<file path="config.mk">
export PLATFORM = sky130hd
export DESIGN_NAME = two_piece_affine_align_cell
export DESIGN_NICKNAME = d
export VERILOG_FILES = /design/src/sv/tpaac_pkg.sv /design/src/sv/tpaac_csr.sv /design/src/sv/tpaac_cell.sv /design/src/sv/two_piece_affine_align_cell.sv
export SDC_FILE = /design/constraint.sdc
export NUM_CORES = 1
export LEC_CHECK = 0
export ABC_CLOCK_PERIOD_IN_PS = 34200
export BUFFER_PORTS_ARGS = -buffer_cell sky130_fd_sc_hd__buf_4
export CELL_PAD_IN_SITES_DETAIL_PLACEMENT = 1
export CELL_PAD_IN_SITES_GLOBAL_PLACEMENT = 1
export CORE_MARGIN = 10
export CORE_UTILIZATION = 30
export CTS_CLUSTER_DIAMETER = 100
export DETAILED_ROUTE_END_ITERATION = 6
export PLACE_DENSITY = 0.62
export SLEW_MARGIN = 0
export SYNTH_ARGS = -nofsm -noshare
export SYNTH_HDL_FRONTEND = slang
export SYNTH_SLANG_ARGS = --single-unit
</file>
<file path="constraint.sdc">
create_clock -name clock -period 34.2 [get_ports clock]
set_clock_uncertainty 0.05 [all_clocks]
set_input_delay 5.13 -clock clock [delete_from_list [all_inputs] [get_ports clock]]
set_output_delay 5.13 -clock clock [all_outputs]
set_load 0.01 [all_outputs]
</file>
<file path="src/sv/tpaac_pkg.sv">
`timescale 1ns / 1ps
// ============================================================================
// tpaac_pkg
// Shared types, constants and helpers for the two-piece affine alignment cell.
// ============================================================================
package tpaac_pkg;

   // Widths of the scoring datapath
   localparam int unsigned SCORE_BITS    = 16;
   localparam int unsigned SUM_BITS      = SCORE_BITS + 2;  // score + two 8-bit terms
   localparam int unsigned IDX_BITS      = 10;
   localparam int unsigned SYM_BITS      = 8;
   localparam int unsigned CSR_DATA_BITS = 8;
   localparam int unsigned CSR_IDX_BITS  = 3;

   // Matrix extents; stored positions clamp to the last valid one
   localparam int unsigned MAX_QUERY_LEN = 1024;
   localparam int unsigned MAX_REF_LEN   = 1024;

   typedef logic signed [SCORE_BITS-1:0]    score_type;
   typedef logic signed [SUM_BITS-1:0]      sum_type;
   typedef logic signed [CSR_DATA_BITS-1:0] weight_type;
   typedef logic        [IDX_BITS-1:0]      idx_type;

   localparam score_type SCORE_MIN = {1'b1, {(SCORE_BITS-1){1'b0}}};
   localparam score_type SCORE_MAX = {1'b0, {(SCORE_BITS-1){1'b1}}};

   // Commands
   typedef enum logic [1:0] {
      CMD_COMPUTE     = 2'd0,
      CMD_UPDATE_BEST = 2'd1,
      CMD_CLEAR_BEST  = 2'd2,
      CMD_RESERVED    = 2'd3
   } cmd_type;

   // Register indexes
   typedef enum logic [CSR_IDX_BITS-1:0] {
      CSR_MATCH          = 3'd0,
      CSR_MISMATCH       = 3'd1,
      CSR_SHORT_STEP     = 3'd2,
      CSR_SHORT_OPEN     = 3'd3,
      CSR_LONG_STEP      = 3'd4,
      CSR_LONG_OPEN      = 3'd5
   } csr_index_type;

   // Traceback code fields
   localparam logic [1:0] TRACE_LEFT = 2'd1;
   localparam logic [1:0] TRACE_DIAG = 2'd2;
   localparam logic [1:0] TRACE_UP   = 2'd3;
   localparam int unsigned TRACE_IEXT_BIT = 2;
   localparam int unsigned TRACE_DEXT_BIT = 3;

   // Register reset values
   localparam weight_type MATCH_RESET      = 8'sd2;
   localparam weight_type MISMATCH_RESET   = -8'sd4;
   localparam weight_type SHORT_STEP_RESET = -8'sd2;
   localparam weight_type SHORT_OPEN_RESET = -8'sd4;
   localparam weight_type LONG_STEP_RESET  = -8'sd1;
   localparam weight_type LONG_OPEN_RESET  = -8'sd24;

   typedef struct packed {
      weight_type match_score;
      weight_type mismatch_score;
      weight_type short_gap_step;
      weight_type short_gap_open_extra;
      weight_type long_gap_step;
      weight_type long_gap_open_extra;
   } cfg_type;

   typedef struct packed {
      logic [1:0]    cmd;
      logic [SYM_BITS-1:0] query_symbol;
      logic [SYM_BITS-1:0] reference_symbol;
      score_type     left_insert;
      score_type     left_match;
      score_type     left_long_insert;
      score_type     up_match;
      score_type     up_delete;
      score_type     up_long_delete;
      score_type     diag_match;
      idx_type       row_index;
      idx_type       col_index;
   } req_type;

   typedef struct packed {
      score_type     insert_score;
      score_type     match_layer_score;
      score_type     delete_score;
      score_type     long_insert_score;
      score_type     long_delete_score;
      logic [3:0]    trace_code;
      score_type     best_score;
      idx_type       best_row;
      idx_type       best_col;
   } rsp_type;

   // Best-score tracker state
   typedef struct packed {
      score_type value;
      idx_type   row;
      idx_type   col;
   } best_type;

   // Full-precision sum of a score and two 8-bit terms
   function automatic sum_type add3(score_type a, weight_type b, weight_type c);
      return SUM_BITS'(a) + SUM_BITS'(b) + SUM_BITS'(c);
   endfunction

   // Clamp a widened sum back into the score range
   function automatic score_type sat_score(sum_type v);
      logic ovf;
      ovf = (v[SUM_BITS-1:SCORE_BITS-1] != {(SUM_BITS-SCORE_BITS+1){1'b0}}) &&
            (v[SUM_BITS-1:SCORE_BITS-1] != {(SUM_BITS-SCORE_BITS+1){1'b1}});
      if (!ovf) begin
         return v[SCORE_BITS-1:0];
      end
      return v[SUM_BITS-1] ? SCORE_MIN : SCORE_MAX;
   endfunction

endpackage

</file>
<file path="src/sv/tpaac_csr.sv">
`timescale 1ns / 1ps
// ============================================================================
// tpaac_csr
// Scoring weight registers, written through a plain indexed write port.
// ============================================================================
module tpaac_csr (
   input  logic                                 clock,
   input  logic                                 reset,
   input  logic                                 csr_wr_en,
   input  logic [tpaac_pkg::CSR_IDX_BITS-1:0]   csr_index,
   input  logic [tpaac_pkg::CSR_DATA_BITS-1:0]  csr_wdata,
   output tpaac_pkg::cfg_type                   cfg
);

   tpaac_pkg::cfg_type cfg_ff;
   tpaac_pkg::cfg_type cfg_in;

   // Index decode; out-of-range writes are dropped
   always_comb begin
      cfg_in = cfg_ff;
      if (csr_wr_en) begin
         unique case (tpaac_pkg::csr_index_type'(csr_index))
            tpaac_pkg::CSR_MATCH:      cfg_in.match_score          = csr_wdata;
            tpaac_pkg::CSR_MISMATCH:   cfg_in.mismatch_score       = csr_wdata;
            tpaac_pkg::CSR_SHORT_STEP: cfg_in.short_gap_step       = csr_wdata;
            tpaac_pkg::CSR_SHORT_OPEN: cfg_in.short_gap_open_extra = csr_wdata;
            tpaac_pkg::CSR_LONG_STEP:  cfg_in.long_gap_step        = csr_wdata;
            tpaac_pkg::CSR_LONG_OPEN:  cfg_in.long_gap_open_extra  = csr_wdata;
            default: ;
         endcase
      end
   end

   always_ff @(posedge clock) begin
      if (reset) begin
         cfg_ff.match_score          <= tpaac_pkg::MATCH_RESET;
         cfg_ff.mismatch_score       <= tpaac_pkg::MISMATCH_RESET;
         cfg_ff.short_gap_step       <= tpaac_pkg::SHORT_STEP_RESET;
         cfg_ff.short_gap_open_extra <= tpaac_pkg::SHORT_OPEN_RESET;
         cfg_ff.long_gap_step        <= tpaac_pkg::LONG_STEP_RESET;
         cfg_ff.long_gap_open_extra  <= tpaac_pkg::LONG_OPEN_RESET;
      end else begin
         cfg_ff <= cfg_in;
      end
   end

   assign cfg = cfg_ff;

endmodule

</file>
<file path="src/sv/tpaac_cell.sv">
`timescale 1ns / 1ps
// ============================================================================
// tpaac_cell
// Combinational cell: five layer scores, traceback code and best tracking.
// ============================================================================
module tpaac_cell (
   input  tpaac_pkg::cfg_type   cfg,
   input  tpaac_pkg::req_type   req,
   input  tpaac_pkg::best_type  best_cur,
   output tpaac_pkg::best_type  best_next,
   output tpaac_pkg::rsp_type   rsp
);

   localparam tpaac_pkg::idx_type ROW_LAST =
      tpaac_pkg::IDX_BITS'(tpaac_pkg::MAX_QUERY_LEN - 1);
   localparam tpaac_pkg::idx_type COL_LAST =
      tpaac_pkg::IDX_BITS'(tpaac_pkg::MAX_REF_LEN - 1);

   tpaac_pkg::score_type ins_o, ins_e, del_o, del_e;
   tpaac_pkg::score_type lins_o, lins_e, ldel_o, ldel_e;
   tpaac_pkg::score_type ins, del, lins, ldel, diag, m;
   tpaac_pkg::weight_type sub_weight;
   tpaac_pkg::idx_type    row_clamped, col_clamped;
   logic                  ins_open, del_open;
   logic [1:0]            dir;

   // Open and extend candidates, each saturated once
   always_comb begin
      ins_o  = tpaac_pkg::sat_score(tpaac_pkg::add3(req.left_match,
                  cfg.short_gap_step, cfg.short_gap_open_extra));
      ins_e  = tpaac_pkg::sat_score(tpaac_pkg::add3(req.left_insert,
                  cfg.short_gap_step, 8'sd0));
      del_o  = tpaac_pkg::sat_score(tpaac_pkg::add3(req.up_match,
                  cfg.short_gap_step, cfg.short_gap_open_extra));
      del_e  = tpaac_pkg::sat_score(tpaac_pkg::add3(req.up_delete,
                  cfg.short_gap_step, 8'sd0));
      lins_o = tpaac_pkg::sat_score(tpaac_pkg::add3(req.left_match,
                  cfg.long_gap_step, cfg.long_gap_open_extra));
      lins_e = tpaac_pkg::sat_score(tpaac_pkg::add3(req.left_long_insert,
                  cfg.long_gap_step, 8'sd0));
      ldel_o = tpaac_pkg::sat_score(tpaac_pkg::add3(req.up_match,
                  cfg.long_gap_step, cfg.long_gap_open_extra));
      ldel_e = tpaac_pkg::sat_score(tpaac_pkg::add3(req.up_long_delete,
                  cfg.long_gap_step, 8'sd0));
   end

   // Gap layers: ties go to extend
   always_comb begin
      ins_open = ins_o > ins_e;
      del_open = del_o > del_e;
      ins      = ins_open ? ins_o : ins_e;
      del      = del_open ? del_o : del_e;
      lins     = (lins_o > lins_e) ? lins_o : lins_e;
      ldel     = (ldel_o > ldel_e) ? ldel_o : ldel_e;
   end

   // Diagonal and five-way maximum
   always_comb begin
      sub_weight = (req.query_symbol == req.reference_symbol) ?
                   cfg.match_score : cfg.mismatch_score;
      diag = tpaac_pkg::sat_score(tpaac_pkg::add3(req.diag_match, sub_weight, 8'sd0));
      m = ins;
      if (del > m) begin
         m = del;
      end
      if (lins > m) begin
         m = lins;
      end
      if (ldel > m) begin
         m = ldel;
      end
      if (diag > m) begin
         m = diag;
      end
   end

   // Traceback direction: insert first, then delete, else diagonal
   always_comb begin
      if (m == ins) begin
         dir = tpaac_pkg::TRACE_LEFT;
      end else if (m == del) begin
         dir = tpaac_pkg::TRACE_UP;
      end else begin
         dir = tpaac_pkg::TRACE_DIAG;
      end
   end

   // Best tracker compare-select
   always_comb begin
      row_clamped = (32'(req.row_index) < tpaac_pkg::MAX_QUERY_LEN) ?
                    req.row_index : ROW_LAST;
      col_clamped = (32'(req.col_index) < tpaac_pkg::MAX_REF_LEN) ?
                    req.col_index : COL_LAST;
      best_next = best_cur;
      case (tpaac_pkg::cmd_type'(req.cmd))
         tpaac_pkg::CMD_CLEAR_BEST: begin
            best_next.value = tpaac_pkg::SCORE_MIN;
            best_next.row   = '0;
            best_next.col   = '0;
         end
         tpaac_pkg::CMD_UPDATE_BEST: begin
            if (m > best_cur.value) begin
               best_next.value = m;
               best_next.row   = row_clamped;
               best_next.col   = col_clamped;
            end
         end
         default: ;
      endcase
   end

   // Result assembly
   always_comb begin
      rsp.insert_score      = ins;
      rsp.match_layer_score = m;
      rsp.delete_score      = del;
      rsp.long_insert_score = lins;
      rsp.long_delete_score = ldel;
      rsp.trace_code        = '0;
      rsp.trace_code[1:0]   = dir;
      rsp.trace_code[tpaac_pkg::TRACE_IEXT_BIT] = ~ins_open;
      rsp.trace_code[tpaac_pkg::TRACE_DEXT_BIT] = ~del_open;
      rsp.best_score        = best_next.value;
      rsp.best_row          = best_next.row;
      rsp.best_col          = best_next.col;
   end

endmodule

</file>
<file path="src/sv/two_piece_affine_align_cell.sv">
// Pipeline: a request is held in the input register, then its result in the
//   result register, from which it transfers out.
// Throughput: one cell per cycle unless the result is stalled; the cell datapath
//   is a single pass of saturating adds and compares between the two registers.
// Reset: weights return to defaults, best score to most negative at (0,0),
//   and both pipeline stages empty.
`timescale 1ns / 1ps
// ============================================================================
// two_piece_affine_align_cell
// One cell of a five-layer two-piece affine alignment matrix per transfer.
// ============================================================================
module two_piece_affine_align_cell (
   input  logic                                 clock,
   input  logic                                 reset,
   input  logic                                 req_valid,
   output logic                                 req_stall,
   input  tpaac_pkg::req_type                   req_data,
   output logic                                 rsp_valid,
   input  logic                                 rsp_stall,
   output tpaac_pkg::rsp_type                   rsp_data,
   input  logic                                 csr_wr_en,
   input  logic [tpaac_pkg::CSR_IDX_BITS-1:0]   csr_index,
   input  logic [tpaac_pkg::CSR_DATA_BITS-1:0]  csr_wdata
);

   tpaac_pkg::cfg_type  cfg;
   tpaac_pkg::req_type  req_ff;
   tpaac_pkg::rsp_type  rsp_ff;
   tpaac_pkg::rsp_type  rsp_in;
   tpaac_pkg::best_type best_ff;
   tpaac_pkg::best_type best_in;
   logic                req_valid_ff, req_valid_in;
   logic                rsp_valid_ff, rsp_valid_in;
   logic                advance;
   logic                req_take;

   tpaac_csr u_csr (
      .clock     (clock),
      .reset     (reset),
      .csr_wr_en (csr_wr_en),
      .csr_index (csr_index),
      .csr_wdata (csr_wdata),
      .cfg       (cfg)
   );

   tpaac_cell u_cell (
      .cfg       (cfg),
      .req       (req_ff),
      .best_cur  (best_ff),
      .best_next (best_in),
      .rsp       (rsp_in)
   );

   // Stage handshake: the input stage moves whenever the result slot is free
   always_comb begin
      advance      = ~rsp_valid_ff | ~rsp_stall;
      req_stall    = req_valid_ff & ~advance;
      req_take     = req_valid & ~req_stall;
      req_valid_in = req_take | (req_valid_ff & ~advance);
      rsp_valid_in = (req_valid_ff & advance) | (rsp_valid_ff & ~advance);
   end

   // Control state
   always_ff @(posedge clock) begin
      if (reset) begin
         req_valid_ff  <= 1'b0;
         rsp_valid_ff  <= 1'b0;
         best_ff.value <= tpaac_pkg::SCORE_MIN;
         best_ff.row   <= '0;
         best_ff.col   <= '0;
      end else begin
         req_valid_ff <= req_valid_in;
         rsp_valid_ff <= rsp_valid_in;
         if (req_valid_ff && advance) begin
            best_ff <= best_in;
         end
      end
   end

   // Payload registers
   always_ff @(posedge clock) begin
      if (req_take) begin
         req_ff <= req_data;
      end
      if (req_valid_ff && advance) begin
         rsp_ff <= rsp_in;
      end
   end

   assign rsp_valid = rsp_valid_ff;
   assign rsp_data  = rsp_ff;

endmodule

</file>
# Word level (Yosys, flattened, before mapping)
# Index checks and enable logic that the tools add are counted.
# totals
register_bits	356
# op_classes
muxes	30
order_cmp	9
eq_ne	19
reduce_logical	26
bitwise	13
n_addsub	13
# op_table
cell	count
$mux 16	26
$add 16x8->17	9
$gt 16x16->1	9
$add 17x8->18	4
$pmux 36 s2	1
$mux 36	1
$eq 16x16->1	2
$ne 3x3->1 const B	9
$reduce_bool 3->1	9
$reduce_and 2->1	6
$logic_and 1x1->1	10
$eq 8x8->1	1
$mux 8	1
$eq 3x2->1 const B	2
$eq 3x3->1 const B	2
$not 1->1	6
$and 1x1->1	4
$eq 3x1->1 const B	1
$logic_not 3->1	1
$or 1x1->1	3
$eq 2x1->1 const B	1
$eq 2x2->1 const B	1
$mux 1	1

# Longest topological paths before layout
# Gate-level depths: netlist (run 1).
# logic_depth
word_depth	18
depth_mapped	107
depth_no_buf	94

# Cells and area by module
# A second synthesis (run 1) with hierarchy kept.
# unflattened
hier_cells	2824
area_unflattened_um2	28247.1
# by_module_without_submodules
mod	cells_per_inst	area_each_um2	instances	seq_area_each_um2
tpaac_cell	2206	16535.9	1	0.0
two_piece_affine_align_cell	436	9819.4	1	8868.5
tpaac_csr	182	1891.8	1	960.9

# Worst setup path after synthesis (run 1)
# OpenSTA, ideal clock, no wires.
# synth_timing
path_type	register to register
from	register u_csr.cfg_ff (netlist bit u_csr.cfg[31])
to	register best_ff[32] in the netlist's numbering
path_stages_with_launch	103
arrival_ns	19.114
setup_slack_ns	14.713
t_required_ns	33.827
path_cell_list	dfxtp_1 > ha_1 > a21o_1 > a21o_1 > a21o_1 > a41o_1 > a221o_1 > a21o_1 > a21oi_1 > o21bai_1 > xnor2_1 > ha_1 > inv_1 > clkbuf_1 > nor2_1 > a311o_1 > nor2_1 > ha_1 > (+67 left out) > ha_1 > nor2b_1 > o21a_1 > o21ai_0 > nand2b_1 > a21oi_1 > o21ai_0 > a221o_1 > a21oi_1 > a31o_2 > inv_1 > nand2_1 > nor2_1 > clkbuf_1 > clkbuf_1 > inv_1 > o21a_1 > a21oi_1
# synth_lines
item	line_no	text
start, declared	tpaac_csr.sv:15	tpaac_pkg::cfg_type cfg_ff;
start signal, assigned	tpaac_csr.sv:43	cfg_ff <= cfg_in;
end signal, assigned	two_piece_affine_align_cell.sv:75	best_ff <= best_in;
end, declared	two_piece_affine_align_cell.sv:30	tpaac_pkg::best_type best_ff;

==> flow_summary.ini, run 1 <==
[clocking]
cts_setup_buffers = 0
cts_tree = yes
path_clk_slew_ns = 0.06
postCtsHoldBufs = 0
cts_max_path_buffers = 3
clkSinkCount = 356
worstSkewPairLatency_ns = 0.65
cts_buffers = 45
post_cts_resized = 0
h-tree-depth = 2
cts_root_buf = clkbuf_16

[timing]
setup_violations = 0
period_needed_ns = 22.34
hold_viol = 0
worst_slack_ns = 11.86
finalCritPeriodShare = 0.6531
timing.fmax_mhz = 44.77
grt_setup_unrepaired = false
tns_ns = 0
slew-limit-headroom = 0.1633
worst_pin_slew_ns = 1.242
drv_slew = 0

[synthesis]
synth_async_sr_flop_share = 0
synth_mux_area_frac = 0.03905
synth_top_family_by_area = compound AO/OA/AOI/OAI gates
synth_top_area_frac = 0.2846
synth-edff-count = 270
syn_inst = 2975
synth_cell_types = 113
ys_seq_elements = 356
yosysTopAreaCell = edfxtp_1
synth_area_leaders = edfxtp_1 28%, ha_1 13%, dfxtp_1 6.0%
syn-cell-area_sq_um = 28480
synth_compound_area_frac = 0.2138
synth_simple_gate_area_frac = 0.1314
yosysWarnings = 0
ys.flop_type = edfxtp_1
synth_adder_area_share = 0.1848
synth_area_per_cell_sq_um = 9.574
syn-num-nets = 3508
synth_xor_area_frac = 0.04305
ys_seq_area_frac = 0.3451

[floorplanning]
core_sq_um = 93750
dieHeight_um = 328.1
die_w_um = 328.1
start_util = 0.3038
fp.dieArea_sq_um = 107700
rows = 112
ioPinCount = 288

[finish]
layout_commonest_cell = buf_4
drive_gt1_frac = 0.1595
area_delta_synth_final_pct = 19.39
layout_common_cells = 354 x buf_4, 294 x ha_1, 270 x edfxtp_1
fill_cells = 10700
seq_area_sq_um = 9832
final_design_area_no_fill_sq_um = 34010
nets = 3831
multi_input_area_sq_um = 17500

[route]
met2_length_um = 51420
top_layer = met5
drt_iter0_markers = 1861
drtAntennaViolNets = 0
dr_wl_met3_um = 8018
drtPass1Iterations = 5
vias_per_cell = 5.382
wire_per_inst_um = 24.81
num_vias = 24710
drc = 0
wl_met1_um = 50840
drt-total-wl_um = 113900

[placed_design]
hpwlAfterDp_um = 91160
dp_slack_ns = 12.38
port_buffers = 287
place.gp.congestion = 0.9885
postPlaceCellArea_sq_um = 32460

[global_route]
overflow = 0
grt_use_total = 0.2057
grt_pass1_wl_um = 168000
grt_max_degree = 68
grt_pass1_vias = 25470
antenna_found_initial = 9

[run_status]
outcome = completed

[run]
max_cap_viol_count = 0

[setup_path]
crit_arrival_ns = 22.84
crit_fanout = 42
cp.required_ns = 34.71
startpoint_type = flip-flop
slowest_delay_ns = 1.06
cp_slowest_cell = o21ai_0
worst_path_most_repeated_cell = a21oi_1
crit_type = flip-flop to flip-flop
setup.worst_path.end_class = flip-flop

[min_path]
worst_hold_path_type = flip-flop to flip-flop
[cells in the mapped netlist, types with 65 or more instances]
cell and number:
ha_1 294, edfxtp_1 270, a21oi_1 267, nand2_1 234
inv_1 233, nor2_1 195, o21ai_0 143, dfxtp_1 86
xnor2_1 85, a21o_1 81, mux2i_1 81, fa_1 73
nand3_1 65
[sequential cells by signal, summed over array words and instances (netlist names), named ones only]
name	count
rsp_data	120
best_ff	36
u_csr.cfg	48
req_ff	150
req_valid_ff	1
[area by class of cell]
cell class	count	area share
Inverter	240	0.02656
Multi-Input combinational cell	2301	0.5145
Timing Repair Buffer	354	0.07815
Clock inverter	30	0.01063
Tap cell	1254	0.04614
Antenna cell	3	0.0002208
Sequential cell	356	0.2891
Clock buffer	54	0.03469
[metrics by stage]
| step | util | instances | hold WS, ns |
|---|---|---|---|
| 2_1_floorplan | - | 2975 | 0.3829 |
| 3_3_place_gp | 0.3462 | 4505 | 0.3909 |
| 3_5_place_dp | 0.3462 | 4505 | 0.3971 |
| 4_1_cts | 0.3627 | 4589 | 0.4073 |
| 5_1_grt | 0.3627 | 4590 | 0.4151 |
| 6_report | 0.3627 | 4592 | 0.4076 |
[critical path, delay by kind of cell, from the launching register on]
| family | cells | cell delay, ns |
|---|---|---|
| multiplexers | 4 | 1.51 |
| AND/OR/NAND/NOR | 23 | 4.75 |
| XOR/XNOR | 1 | 0.16 |
| adder cells (fa/ha/maj) | 8 | 2.73 |
| flip-flops | 1 | 0.52 |
| AO/OA/AOI/OAI | 45 | 9.66 |
| buffers and inverters | 9 | 2.70 |
[kinds of logic after synthesis]
family                   Yosys count
AO/OA/AOI/OAI                    901
AND/OR/NAND/NOR                  777
adder cells (fa/ha/maj)          379
flip-flops                       356
buffers and inverters            318
XOR/XNOR                         137
multiplexers                     107
[metal layers]
| layer | vias to the layer above | global-route usage |
|---|---|---|
| met4 | 4 | 0.06298 |
| li1 | 11650 | - |
| met5 | - | 0 |
| met2 | 736 | 0.3285 |
| met3 | 191 | 0.04903 |
| met1 | 12140 | 0.2723 |
[worst paths after layout]
path                 startpoint             to  slack, ns  cells after the start
setup / recovery  u_csr.cfg[25]    best_ff[12]      11.86                     90
hold / removal    u_csr.cfg[33]  u_csr.cfg[33]       0.41                      2
setup reg to reg  u_csr.cfg[25]    best_ff[12]      11.86                     90
hold reg to reg   u_csr.cfg[33]  u_csr.cfg[33]       0.41                      2
Power of run 1 is not shown: default switching activity piles up to over one toggle a cycle in this logic, so the estimate is an artifact.
==> run 2: changes to the inputs <==
ABC_AREA = 1   (was default)
ABC_CLOCK_PERIOD_IN_PS = 23000   (was 34200)
PLACE_DENSITY = 0.64   (was 0.62)
clock period = 23 ns   (was 34.2 ns; I/O delays follow)
==> run 2 against run 1 <==
Against the previous run: synthesized cell count increased by 13%; global-route usage decreased by 0.99 points; non-clock buffer count decreased by 21; hold slack got worse by 0.0037 ns; synthesized area decreased by 4.1%; worst setup slack got worse by 8.4 ns; final cell count increased by 6.3%; register-to-register slack got worse by 8.4 ns; via count decreased by 2.4%; sequential cell count unchanged; count of clock-buffer cells in the layout increased by 7.
==> flow_summary.ini, run 2 <==
[run_status]
outcome = completed

[synthesis]
synth_mux_area_frac = 0.002886
synth-edff-count = 270
synthTopCellsByCount = 809 x nand2_1, 435 x inv_1, 294 x ha_1
syn-num-nets = 3893
synth_async_sr_flop_share = 0
ys.flop_type = edfxtp_1
yosysTopAreaCell = edfxtp_1
synth_cell_types = 58
synth_adder_area_share = 0.1882
syn-cell-area_sq_um = 27320
yosysWarnings = 0
ys_seq_area_frac = 0.3598
synth_compound_area_frac = 0.1189
synth_top_family_by_area = simple AND/OR/NAND/NOR gates
synth_simple_gate_area_frac = 0.2232
synth_most_common_cell = nand2_1
syn_inst = 3360
synth_top_area_frac = 0.2968
synth_xor_area_frac = 0.03174
synth_area_per_cell_sq_um = 8.130
ys_seq_elements = 356
synth_area_leaders = edfxtp_1 30%, ha_1 13%, nand2_1 11%

[timing]
hold_viol = 0
tns_ns = 0
worst_pin_slew_ns = 1.309
finalCritPeriodShare = 0.8492
drv_slew = 0
setup_violations = 0
period_needed_ns = 19.53
slew-limit-headroom = 0.1213
timing.fmax_mhz = 51.20
grt_setup_unrepaired = false

[setup_path]
worst_path_most_repeated_cell = nand2_1
crit_fanout = 39
crit_arrival_ns = 19.99
worst_r2r_path_depth = 93
r2r_slack_ns = 3.47
crit_type = flip-flop to flip-flop
setup.worst_path.end_class = flip-flop
cp.required_ns = 23.46
slowest_delay_ns = 0.81
r2r_end = best_ff[16]
startpoint_type = flip-flop
cp_slowest_cell = nand2_1
r2r-start = req_ff[54]

[global_route]
grt_pass1_vias = 24910
antenna_found_initial = 10
overflow = 0
grt_max_degree = 97
grt_use_total = 0.1958
grt_pass1_wl_um = 154500

[placed_design]
place.gp.congestion = 0.9131
hpwlAfterDp_um = 83670
port_buffers = 287

[floorplanning]
start_util = 0.3030
core_sq_um = 90150
fp.dieArea_sq_um = 103500
dieHeight_um = 321.8
ioPinCount = 288
rows = 110
die_w_um = 321.8

[route]
drc = 0
drt-total-wl_um = 102900
drtPass1Iterations = 7
vias_per_cell = 4.945
drtAntennaViolNets = 0
drt_iter0_markers = 1510
wire_per_inst_um = 21.10
num_vias = 24130

[finish]
drive_gt1_frac = 0.1389
area_delta_synth_final_pct = 18.99
layout_common_cells = 809 x nand2_1, 433 x inv_1, 332 x buf_4
largest-register = req_ff
layout_commonest_cell = nand2_1
multi_input_area_sq_um = 15440
fill_cells = 10780
seq_area_sq_um = 9832
largest_reg_flops = 150
nets = 4197

[clocking]
post_cts_resized = 0
postCtsHoldBufs = 0
cts_setup_buffers = 0
h-tree-depth = 2
cts_buffers = 46
cts_tree = yes
cts_max_path_buffers = 3
cts_root_buf = clkbuf_16
path_clk_slew_ns = 0.06
clkSinkCount = 356
worstSkewPairLatency_ns = 0.62

[min_path]
hold_depth = 2
hold_end = u_csr.cfg[37]
worst_hold_path_type = flip-flop to flip-flop
hold_start = u_csr.cfg[37]

[run]
max_cap_viol_count = 0
## run 2: changes by cell type after synthesis, moves of 24 or more
cell      previous run  this run
a21o_1              81         6
a21oi_1            267       222
a22o_1              24         0
inv_1              233       435
mux2i_1             81         0
nand2_1            234       809
nand2_2              0        28
nand2b_1            50         0
nand3_1             65       210
nor2b_1             43         0
o211ai_1            40         6
o21a_1              45         7
o21ai_0            143       248
xnor2_1             85        27
## run 2: kinds of logic (layout without fill, tap and decap cells)
logic type	Yosys count	after routing
AND/OR/NAND/NOR	1404	1404
flip-flops	356	356
other	0	3
multiplexers	7	7
adder cells (fa/ha/maj)	367	367
AO/OA/AOI/OAI	595	595
buffers and inverters	532	872
XOR/XNOR	99	99
## run 2: stage by stage
step                      worst slack [ns]  hold slack [ns]    util  std cells  cell area (sq um)
final                                3.467           0.4039  0.3606       4879              32500
after global routing                 1.107           0.4334  0.3606       4879              32500
after CTS                            3.507           0.4078  0.3605       4876              32500
after detailed placement             3.598           0.3942  0.3435       4792              30970
after global placement               3.942           0.3831  0.3435       4792              30970
after floorplan                      7.222           0.3733       -       3360              27320
## run 2: cell type report
| class | instances | share of cell area |
|---|---|---|
| Multi-Input combinational cell | 2472 | 0.4750 |
| Sequential cell | 356 | 0.3025 |
| Timing Repair Buffer | 333 | 0.07729 |
| Inverter | 455 | 0.05270 |
| Tap cell | 1176 | 0.04527 |
| Clock buffer | 61 | 0.03903 |
| Clock inverter | 23 | 0.008045 |
| Antenna cell | 3 | 0.0002310 |
## run 2: worst max path at each step
stage / startpoint / to / cells past startpoint
final: req_ff[54] / best_ff[16] / 93
after global routing: u_csr.cfg[24] / best_ff[21] / 93
after CTS: req_ff[118] / best_ff[26] / 97
after detailed placement: req_ff[54] / best_ff[16] / 95
after global placement: req_ff[118] / best_ff[16] / 96
after floorplan: u_csr.cfg[31] / best_ff[19] / 100
## run 2: metal layers
metal / part of all wire / GRT usage / wire length [um] / up-vias
met5: 0 / 0 / 0 / -
met3: 0.055 / 0.03566 / 5638 / 127
met2: 0.46 / 0.3193 / 47580 / 504
met1: 0.46 / 0.2616 / 46930 / 11630
li1: - / - / - / 11870
met4: 0.027 / 0.05619 / 2788 / 0
## run 2: worst max-delay path, delay by kind of cell, from the launching register on
family | cells | cell delay (ns)
AND/OR/NAND/NOR | 35 | 6.19
adder cells (fa/ha/maj) | 8 | 2.52
AO/OA/AOI/OAI | 34 | 6.78
buffers and inverters | 15 | 3.22
flip-flops | 1 | 0.40
XOR/XNOR | 1 | 0.23
Power of run 2 is left out for the same reason.
